[src/rtl/core/rea_pkg.sv]
`default_nettype none

package rea_pkg;

  // Field widths of the block's beats
  localparam int unsigned ModW   = 16;  // counts_per_turn, preset, position
  localparam int unsigned AngleW = 12;  // angle in tenths of a degree
  localparam int unsigned ProdW  = ModW + AngleW;

  localparam logic [AngleW-1:0] FullTurnTenths       = 12'd3600;
  localparam logic [ModW-1:0]   DefaultCountsPerTurn = 16'd5000;

  typedef enum logic {
    OP_EDGE   = 1'b0,
    OP_PRESET = 1'b1
  } rea_op_e;

  // Control of the shared serial divide unit
  typedef struct packed {
    logic load;
    logic step;
  } rea_div_ctrl_t;

endpackage

`default_nettype wire

[src/rtl/core/rea_serdiv.sv]
`default_nettype none

// Restoring divide, one quotient bit per step. The remainder starts below
// the divisor; numerator bits shift in MSB first.
module rea_serdiv import rea_pkg::*; #(
  parameter int unsigned NumW = 16
) (
  input  wire logic                clk_i,
  input  wire rea_div_ctrl_t       ctrl_i,
  input  wire logic [ModW-1:0]     rem_init_i,
  input  wire logic [NumW-1:0]     num_i,
  input  wire logic [ModW-1:0]     divisor_i,
  output logic      [ModW-1:0]     rem_o,
  output logic      [AngleW-1:0]   quo_o
);

  logic [ModW-1:0]   rem_q, rem_d;
  logic [NumW-1:0]   num_q, num_d;
  logic [AngleW-1:0] quo_q, quo_d;
  logic [ModW:0]     trial;
  logic [ModW:0]     diff;
  logic              ge;

  always_comb begin
    trial = {rem_q, num_q[NumW-1]};
    ge    = trial >= {1'b0, divisor_i};
    diff  = trial - {1'b0, divisor_i};
    rem_d = rem_q;
    num_d = num_q;
    quo_d = quo_q;
    if (ctrl_i.load) begin
      rem_d = rem_init_i;
      num_d = num_i;
      quo_d = '0;
    end else if (ctrl_i.step) begin
      rem_d = ge ? diff[ModW-1:0] : trial[ModW-1:0];
      num_d = {num_q[NumW-2:0], 1'b0};
      quo_d = {quo_q[AngleW-2:0], ge};
    end
  end

  always_ff @(posedge clk_i) begin
    rem_q <= rem_d;
    num_q <= num_d;
    quo_q <= quo_d;
  end

  assign rem_o = rem_q;
  assign quo_o = quo_q;

endmodule

`default_nettype wire

[config.mk]
export PLATFORM = sky130hd
export DESIGN_NAME = rea_serdiv
export DESIGN_NICKNAME = d
export VERILOG_FILES = /design/src/rtl/core/rea_pkg.sv /design/src/rtl/core/rea_serdiv.sv
export SDC_FILE = /design/constraint.sdc
export NUM_CORES = 1
export LEC_CHECK = 0
export BUFFER_PORTS_ARGS = -buffer_cell sky130_fd_sc_hd__buf_2
export CORE_AREA = 2 2 85 71
export DETAILED_ROUTE_END_ITERATION = 16
export DIE_AREA = 0 0 87 73
export PLACE_DENSITY_LB_ADDON = 0.3
export RECOVER_POWER = 25
export SLEW_MARGIN = 0
export SYNTH_ARGS = -nofsm -noshare
export SYNTH_HDL_FRONTEND = slang
export SYNTH_SLANG_ARGS = --single-unit
[constraint.sdc]
create_clock -name clk_i -period 3.2 [get_ports clk_i]
set_input_delay 0.64 -clock clk_i [delete_from_list [all_inputs] [get_ports clk_i]]
set_output_delay 0.64 -clock clk_i [all_outputs]
set_load 0.05 [all_outputs]
==> impl_metrics.csv, run 1 <==
group,metric,value,unit
grt,track_usage,21.2,%
power,share_comb_of_total_power,49.7,%
clocking,insertion_delay,0.30,ns
yosys,yosys.cell_types.count,49,
power,totalPowerFinal,2340,uW
clocking,hold_buffers,0,
floorplanning,coreArea,5600,sq um
placed_design,dp_hpwl,4.72,mm
clocking,tritoncts,"yes",
clocking,cts_buffers,5,
layout,n_antenna_cell,0,
power,internal_power,1350,uW
setup_path,cp-end-kind,"register",
grt,gr-total-overflow,0,
clocking,cts.repair.resized,0,
setup_path,path_class,"primary input to register",
clocking,cts_sinks,44,
sta,drv_slew,0,
setup_path,worst_ep_required_time,3.25,ns
yosys,syn-cell-area,2820,sq um
setup_path,cp.arrival,2.79,ns
sta,grt_setup_unrepaired,"false",
layout,fin_nets,431,
yosys,ys_top_cells_by_area,"edfxtp_1 34%, dfxtp_1 8.5%, ha_1 7.1%, mux2_2 6.0%, mux2i_1 4.6%",
clocking,path_clk_slew,0.08,ns
placed_design,place_congestion,0.860,
setup_path,critPathMaxFanout,32,
sta,clock_skew,0.00777,ns
yosys,synth-edff-count,32,
worst_hold_path,hold_class,"register to register",
clocking,clk_path_buf_depth,2,
yosys,synth_seq_cells,44,
yosys,synth_top_area_share,34.1,%
grt,grt_max_degree,33,
yosys,yosysTopAreaCell,"edfxtp_1",
drt,dr.pass1.iters,4,
power,p_switching,991,uW
setup_path,startpoint_type,"primary input",
layout,final_cell_mix,"63 x buf_2, 32 x edfxtp_1, 29 x nand2_1",
sta,clock.fmax,364,MHz
power,power.density,699,nW/um^2
floorplanning,initial_core_util,50.3,%
run,max_cap_viol_count,0,
drt,drt_wl_total,6.49,mm
power,clkPwrFrac,16.7,%
sta,setup_violations,0,
floorplanning,ioPinCount,79,
sta,tightest_slew,1.44,ns
setup_path,path_delay_family,"buffers and inverters",
yosys,syn-num-nets,353,
setup_path,critical_path.slowest_cell,"clkbuf_1",
floorplanning,die_w,87,um
layout,final_common_cell,"buf_2",
layout,drive_above_1_share,27.2,%
power,p_sw_share,42.3,%
floorplanning,rows,25,
grt,grt_antenna_before_repair,0,
sta,max_slew_margin,3.95,%
setup_path,slowest_delay,1.12,ns
layout,synthToLayoutAreaGrowth,19.1,%
yosys,synth_ff_type,"edfxtp_1",
placed_design,dp_cells,423,
yosys,ys_async_sr_fraction,0,%
floorplanning,die_y,73,um
floorplanning,die_area,6350,sq um
grt,grt_pass1_wl,10.4,mm
drt,vias,2436,
clocking,root_buffer,"clkbuf_8",
outcome,status,"complete, no violations",
sta,hold_viol,0,
grt,first_global_vias,2242,
sta,fin_tns_setup,0,ns
drt,drc,0,
sta,holdWs,0.501,ns
power,peakVddDrop,0.385,mV
power,seq_power_share,33.6,%
sta,period_minus_slack,2.75,ns
drt,wire_per_inst,15.1,um
drt,vias_per_cell,5.65,
yosys,yosysWarnings,0,
drt,ant_nets,0,
clocking,htreeDepth,2,
power,p_leak,0.00151,uW
setup_path,crit_chain,"clkbuf_1 -> clkbuf_1 -> mux2_2",
yosys,yosysSeqAreaShare,42.6,%
yosys,syn_area_per_cell,9.89,sq um
setup_path,crit_top_cell,"clkbuf_1",
sta,post-route-period-util,85.9,%
drt,drt_iter0_markers,125,
layout,fin_cells,431,
setup_path,path_buf_inv,2,
placed_design,io_buffers,78,
yosys,netlist_instances,285,
clocking,cts_setup_buffers,0,
## worst register-to-register path: cells and delay by family, from the launching register on
kind	cells	cell delay, ns
compound gates	6	1.43
buf+inv	1	0.20
fa+ha+maj	1	0.37
flops	1	0.43
## cell usage after synthesis, types with 2 or more instances
master and count:
a31o_2 4, and3_1 6, o2111ai_1 2, inv_1 23, a211o_1 4, or4_1 2
o211ai_1 2, ha_1 16, a31oi_1 9, edfxtp_1 32, nand4_1 3, mux2i_1 13
a311oi_1 2, mux2_2 15, xnor2_1 5, and2_1 3, a221oi_1 2, or2_2 3
o21a_1 5, clkbuf_1 8, a21oi_1 10, nand2_1 29, nor3_1 3, xor2_1 5
buf_6 2, o41ai_1 3, buf_1 3, nand3_1 4, a21o_1 2, o21ai_0 11
nor2_1 24, o311ai_0 2, dfxtp_1 12
## through the flow
step                      util [%]  setup slack, ns  cell area (sq um)
after floorplan                  -            0.388               2820
after global placement        58.5            0.304               3280
after detailed placement      58.5            0.243               3280
after CTS                     60.3            0.535               3380
after global routing          59.9            0.235               3360
final                         59.9            0.452               3360
## area by class of cell
type / instances / area (sq um)
clock inverters: 1 / 5.00
inverters: 23 / 86.3
clock buffers: 7 / 97.6
flip-flops and latches: 44 / 1200
well taps: 67 / 83.8
multi-input cells: 204 / 1460
fillers: 528 / 2240
repair buffers: 85 / 420
## routing by layer
layer / wire length [um] / up-vias / track usage, % / part of all wire [%]
met5: 0 / - / 0 / 0
met4: 58 / 0 / 6.94 / 0.89
met3: 452 / 7 / 4.52 / 7.0
met2: 2820 / 90 / 31.8 / 43
met1: 3170 / 1135 / 30.4 / 49
li1: - / 1204 / - / -
## final timing paths
path	startpoint	endpoint	slack [ns]	depth (start not counted)
setup / recovery	ctrl_i[1]	num_q[14]	0.45	3
hold / removal	quo_o[11]	quo_o[11]	0.50	2
setup reg to reg	rem_o[9]	rem_o[14]	0.52	8
hold reg to reg	quo_o[11]	quo_o[11]	0.50	2
## flip-flops by register name, summed over array words and instances (netlist names)
| name | flops |
|---|---|
| num_q | 16 |
| quo_o | 12 |
| rem_o | 16 |
## cells by family (layout without fill, tap and decap cells)
family | Yosys count | in the layout | synth area share, %
xor+xnor | 10 | 10 | 3.11
buf+inv | 37 | 116 | 5.51
fa+ha+maj | 17 | 17 | 7.82
mux | 28 | 28 | 10.6
simple gates | 80 | 80 | 12.9
flops | 44 | 44 | 42.6
compound gates | 69 | 69 | 17.4
## power groups by stage
stage	logic [uW]	clock network, uW	registers (uW)
finish	1160	391	788
global route	1270	424	799
CTS	1160	401	788
detailed placement	1150	0	800
global placement	1130	0	799
floorplan	665	0	1010
No activity file was read; power rests on OpenSTA's default activity.
==> run 2: changes to the inputs <==
--- a/config.mk
+++ b/config.mk
@@ -6,9 +6,9 @@
 export NUM_CORES = 1
 export LEC_CHECK = 0
 export BUFFER_PORTS_ARGS = -buffer_cell sky130_fd_sc_hd__buf_2
-export CORE_AREA = 2 2 85 71
+export CORE_AREA = 2 2 90 75
 export DETAILED_ROUTE_END_ITERATION = 16
-export DIE_AREA = 0 0 87 73
+export DIE_AREA = 0 0 92 77
 export PLACE_DENSITY_LB_ADDON = 0.3
 export RECOVER_POWER = 25
 export SLEW_MARGIN = 0
==> constraint.sdc (replaced) <==
create_clock -name clk_i -period 2.3 [get_ports clk_i]
set_input_delay 0.46 -clock clk_i [delete_from_list [all_inputs] [get_ports clk_i]]
set_output_delay 0.46 -clock clk_i [all_outputs]
set_load 0.05 [all_outputs]
==> impl_metrics.csv, run 2 (synthesized netlist as in run 1, its figures left out) <==
group,metric,value,unit
grt,grt_pass1_wl,13.2,mm
worst_hold_path,hold_class,"primary input to register",
layout,final_common_cell,"buf_2",
drt,vias,2787,
clocking,cts_buffers,5,
setup_path,worst_ep_required_time,2.37,ns
layout,synthToLayoutAreaGrowth,56.6,%
floorplanning,rows,26,
setup_path,critical_path.slowest_cell,"edfxtp_1",
grt,grt_max_degree,21,
clocking,insertion_delay,0.31,ns
clocking,hold_buffers,0,
clocking,clk_path_buf_depth,2,
setup_path,cp-end-kind,"register",
placed_design,place_congestion,0.878,
grt,gr-total-overflow,0,
clocking,root_buffer,"clkbuf_8",
floorplanning,die_w,92,um
drt,drc,0,
sta,max_slew_margin,18.7,%
grt,grt_antenna_before_repair,0,
floorplanning,ioPinCount,79,
setup_path,path_class,"register to register",
drt,dr.pass1.iters,4,
outcome,status,"complete, but fails checks",
layout,final_cell_mix,"77 x buf_2, 68 x buf_4, 32 x edfxtp_1",
clocking,path_clk_slew,0.10,ns
clocking,cts_sinks,44,
sta,period_minus_slack,2.55,ns
sta,drv_slew,0,
setup_path,critPathMaxFanout,4,
sta,grt_setup_unrepaired,"true",
layout,multi_input_area,1850,sq um
sta,setup_violations,17,
setup_path,crit_chain,"inv_1 -> ha_2 -> inv_2 -> fa_2 -> a21o_1 -> a221oi_4 -> or2_4 -> a31o_2 -> a311oi_1 -> a211o_1",
sta,hold_viol,0,
clocking,htreeDepth,2,
drt,drt_iter0_markers,163,
setup_path,path_buf_inv,2,
run,max_cap_viol_count,0,
power,p_leak,0.00200,uW
power,peakVddDrop,0.453,mV
placed_design,io_buffers,78,
placed_design,place_ws,-0.338,ns
grt,first_global_vias,2808,
sta,fin_ws,-0.249,ns
outcome,violations,"setup timing",
clocking,tritoncts,"yes",
setup_path,path_delay_family,"compound AO/OA/AOI/OAI gates",
setup_path,startpoint_type,"register",
power,power.density,1000,nW/um^2
layout,fin_nets,503,
drt,wire_per_inst,16.3,um
layout,n_antenna_cell,0,
grt,track_usage,23.2,%
sta,tightest_slew,1.22,ns
setup_path,slowest_delay,0.44,ns
drt,ant_nets,0,
sta,clock_skew,0.0152,ns
floorplanning,coreArea,6180,sq um
floorplanning,die_y,77,um
drt,drt_wl_total,8.46,mm
sta,clock.fmax,392,MHz
layout,drive_above_1_share,53.2,%
layout,regArea,1200,sq um
drt,vias_per_cell,5.36,
setup_path,cp.arrival,2.62,ns
sta,fin_tns_setup,-2.20,ns
floorplanning,die_area,7080,sq um
layout,fillers,484,
placed_design,dp_hpwl,5.63,mm
floorplanning,initial_core_util,45.6,%
layout,utilization,71.4,%
sta,post-route-period-util,111,%
run 2: timing repair:
action | CTS | global route
pin swaps | 14 | 14
cloned | 0 | 2
gates resized for setup | 25 | 26
setup endpoints to repair | 16 | 17
buffers inserted | 8 | 4
run 2: path summary, 6_finish.rpt:
check | startpoint | endpoint | slack, ns | cells after the start
worst max register to register | num_q[15] | rem_o[14] | -0.25 | 10
worst min register to register | quo_o[11] | quo_o[11] | 0.51 | 2
worst max-delay path | num_q[15] | rem_o[14] | -0.25 | 10
worst min-delay path | num_i[0] | num_q[0] | 0.42 | 2
run 2: worst register-to-register path, cell delays in order, from the launching register on:
cell	delay [ns]
edfxtp_1	0.44
inv_1	0.09
ha_2	0.18
inv_2	0.04
fa_2	0.34
a21o_1	0.21
a221oi_4	0.33
or2_4	0.21
a31o_2	0.15
a311oi_1	0.08
a211o_1	0.24
run 2: per-layer routing:
metal / vias up / part of all wire, % / track usage [%]
li1: 1357 / - / -
met4: 0 / 0.74 / 6.87
met5: - / 0 / 0
met3: 7 / 8.4 / 5.60
met2: 97 / 49 / 38.7
met1: 1326 / 41 / 30.0
run 2: power breakdown:
part	leakage [uW]	switching, uW	total, uW	internal (uW)
Clock	0.0000558	296	619	323
Combinational	0.00152	1410	2690	1290
Sequential	0.000425	92.3	1100	1010
Total	0.00200	1800	4410	2620
run 2: through the flow:
step | cells | total power [uW] | instance area (sq um) | hold WS [ns]
final | 520 | 4420 | 4410 | 0.425
after global routing | 520 | 4660 | 4410 | 0.441
after CTS | 515 | 4080 | 4230 | 0.421
after detailed placement | 499 | 3260 | 3920 | 0.494
after global placement | 499 | 3220 | 3920 | 0.490
after floorplan | 285 | 2470 | 2980 | 0.525
run 2: layout make-up:
type / instances / area share [%]
sequential: 44 / 27.2
clock inverter: 3 / 0.964
clock buffer: 5 / 1.56
inverter: 23 / 1.96
tap: 84 / 2.38
timing repair buffer: 157 / 24.1
multi-input combinational: 204 / 41.8
==> run 3: changes to the inputs <==
--- a/config.mk
+++ b/config.mk
@@ -5,7 +5,7 @@
 export SDC_FILE = /design/constraint.sdc
 export NUM_CORES = 1
 export LEC_CHECK = 0
-export BUFFER_PORTS_ARGS = -buffer_cell sky130_fd_sc_hd__buf_2
+export BUFFER_PORTS_ARGS = -buffer_cell sky130_fd_sc_hd__buf_4
 export CORE_AREA = 2 2 90 75
 export DETAILED_ROUTE_END_ITERATION = 16
 export DIE_AREA = 0 0 92 77
==> impl_metrics.csv, run 3 (synthesized netlist as in run 1, its figures left out) <==
group,metric,value,unit
clocking,clk_path_buf_depth,2,
placed_design,dp_cells,496,
clocking,htreeDepth,2,
sta,setup_violations,17,
clocking,tritoncts,"yes",
setup_path,cp.arrival,2.62,ns
grt,grt_pass1_wl,13.0,mm
setup_path,cp-end-kind,"register",
drt,dr.pass1.iters,5,
clocking,root_buffer,"clkbuf_8",
floorplanning,die_y,77,um
sta,fin_ws,-0.252,ns
drt,ant_nets,0,
layout,n_antenna_cell,0,
setup_path,startpoint_type,"register",
clocking,hold_buffers,0,
outcome,status,"complete, but fails checks",
drt,wire_per_inst,16.2,um
sta,clock.fmax,392,MHz
floorplanning,initial_core_util,45.6,%
setup_path,critPathMaxFanout,4,
layout,final_common_cell,"buf_4",
clocking,insertion_delay,0.31,ns
placed_design,io_buffers,78,
drt,drt_wl_total,8.44,mm
grt,grt_max_degree,33,
drt,drt_iter0_markers,183,
floorplanning,rows,26,
sta,period_minus_slack,2.55,ns
grt,grt_antenna_before_repair,0,
layout,synthToLayoutAreaGrowth,63.2,%
clocking,cts_buffers,5,
sta,post-route-period-util,111,%
power,power.density,980,nW/um^2
power,p_leak,0.00206,uW
setup_path,worst_ep_required_time,2.37,ns
sta,hold_viol,0,
drt,vias_per_cell,5.44,
clocking,path_clk_slew,0.10,ns
sta,clock_skew,0.0139,ns
sta,tightest_slew,1.02,ns
grt,gr-total-overflow,0,
drt,drc,0,
power,peakVddDrop,0.430,mV
sta,max_slew_margin,31.7,%
sta,fin_tns_setup,-2.06,ns
drt,vias,2828,
placed_design,place_congestion,0.908,
grt,first_global_vias,2818,
placed_design,dp_hpwl,5.40,mm
layout,fin_nets,503,
sta,grt_setup_unrepaired,"true",
power,totalPowerFinal,4510,uW
clocking,cts_sinks,44,
worst_hold_path,hold_class,"primary input to register",
layout,final_cell_mix,"143 x buf_4, 32 x edfxtp_1, 24 x nor2_1",
floorplanning,die_area,7080,sq um
floorplanning,die_w,92,um
layout,drive_above_1_share,53.7,%
floorplanning,coreArea,6180,sq um
outcome,violations,"setup timing",
grt,track_usage,22.6,%
setup_path,path_class,"register to register",
floorplanning,ioPinCount,79,
sta,drv_slew,0,
layout,fin_cells,520,
run,max_cap_viol_count,0,
[run 3: cell count changes in the layout (fill, tap and decap cells not counted), sizes merged]
cell,previous run,this run
buf,153,152
bufinv,1,0
clkbuf,9,12
clkinv,2,1
[run 3: what timing repair did]
| item | in CTS | in global routing |
|---|---|---|
| setup buffers | 6 | 10 |
| endpoints found under the setup margin | 16 | 17 |
| gates resized for setup | 21 | 38 |
| pin swaps | 17 | 29 |
| gates cloned | 0 | 2 |
[run 3: path summary, 6_finish.rpt]
check	cells past startpoint	from	slack, ns	end
min reg2reg	2	quo_o[11]	0.52	quo_o[11]
max reg2reg	11	num_q[15]	-0.25	rem_o[14]
max	11	num_q[15]	-0.25	rem_o[14]
min	2	rem_init_i[14]	0.44	rem_o[14]
[run 3: cell type report]
class                           instances  area (sq um)
Multi-Input combinational cell        204          1840
Fill cell                             448          1580
Timing Repair Buffer                  157          1250
Sequential cell                        44          1200
Clock buffer                            7           108
Tap cell                               84           105
Inverter                               23          86.3
Clock inverter                          1          8.76
[run 3: worst max-delay path, stage by stage, from the launching register on]
cell      delay, ns
edfxtp_1       0.48
inv_2          0.10
ha_4           0.14
inv_2          0.04
fa_2           0.33
a21o_1         0.20
a221oi_2       0.23
buf_4          0.17
or2_4          0.13
a31o_4         0.16
a311oi_2       0.10
a211o_1        0.24
[run 3: where the power goes]
group / leakage, uW / switching [uW] / internal [uW]
sequential: 0.000425 / 94.3 / 1010
combinational: 0.00158 / 1430 / 1370
clock: 0.0000596 / 297 / 312
[run 3: per-layer routing]
layer  up-vias  track usage, %  part of all wire [%]
met5         -               0                     0
met4         0            6.12                   1.9
met3        20            5.50                   7.0
met2       105            38.4                    49
met1      1352            28.8                    42
li1       1351               -                     -
[run 3: stage by stage]
| step | hold WS [ns] | setup slack (ns) | utilization [%] | area (sq um) |
|---|---|---|---|---|
| 2_1_floorplan | 0.525 | -0.365 | - | 2980 |
| 3_5_place_dp | 0.513 | -0.274 | 66.2 | 4090 |
| 3_3_place_gp | 0.494 | -0.268 | 66.2 | 4090 |
| 5_1_grt | 0.435 | -0.277 | 74.4 | 4600 |
| 6_report | 0.442 | -0.252 | 74.4 | 4600 |
| 4_1_cts | 0.431 | -0.213 | 70.1 | 4330 |
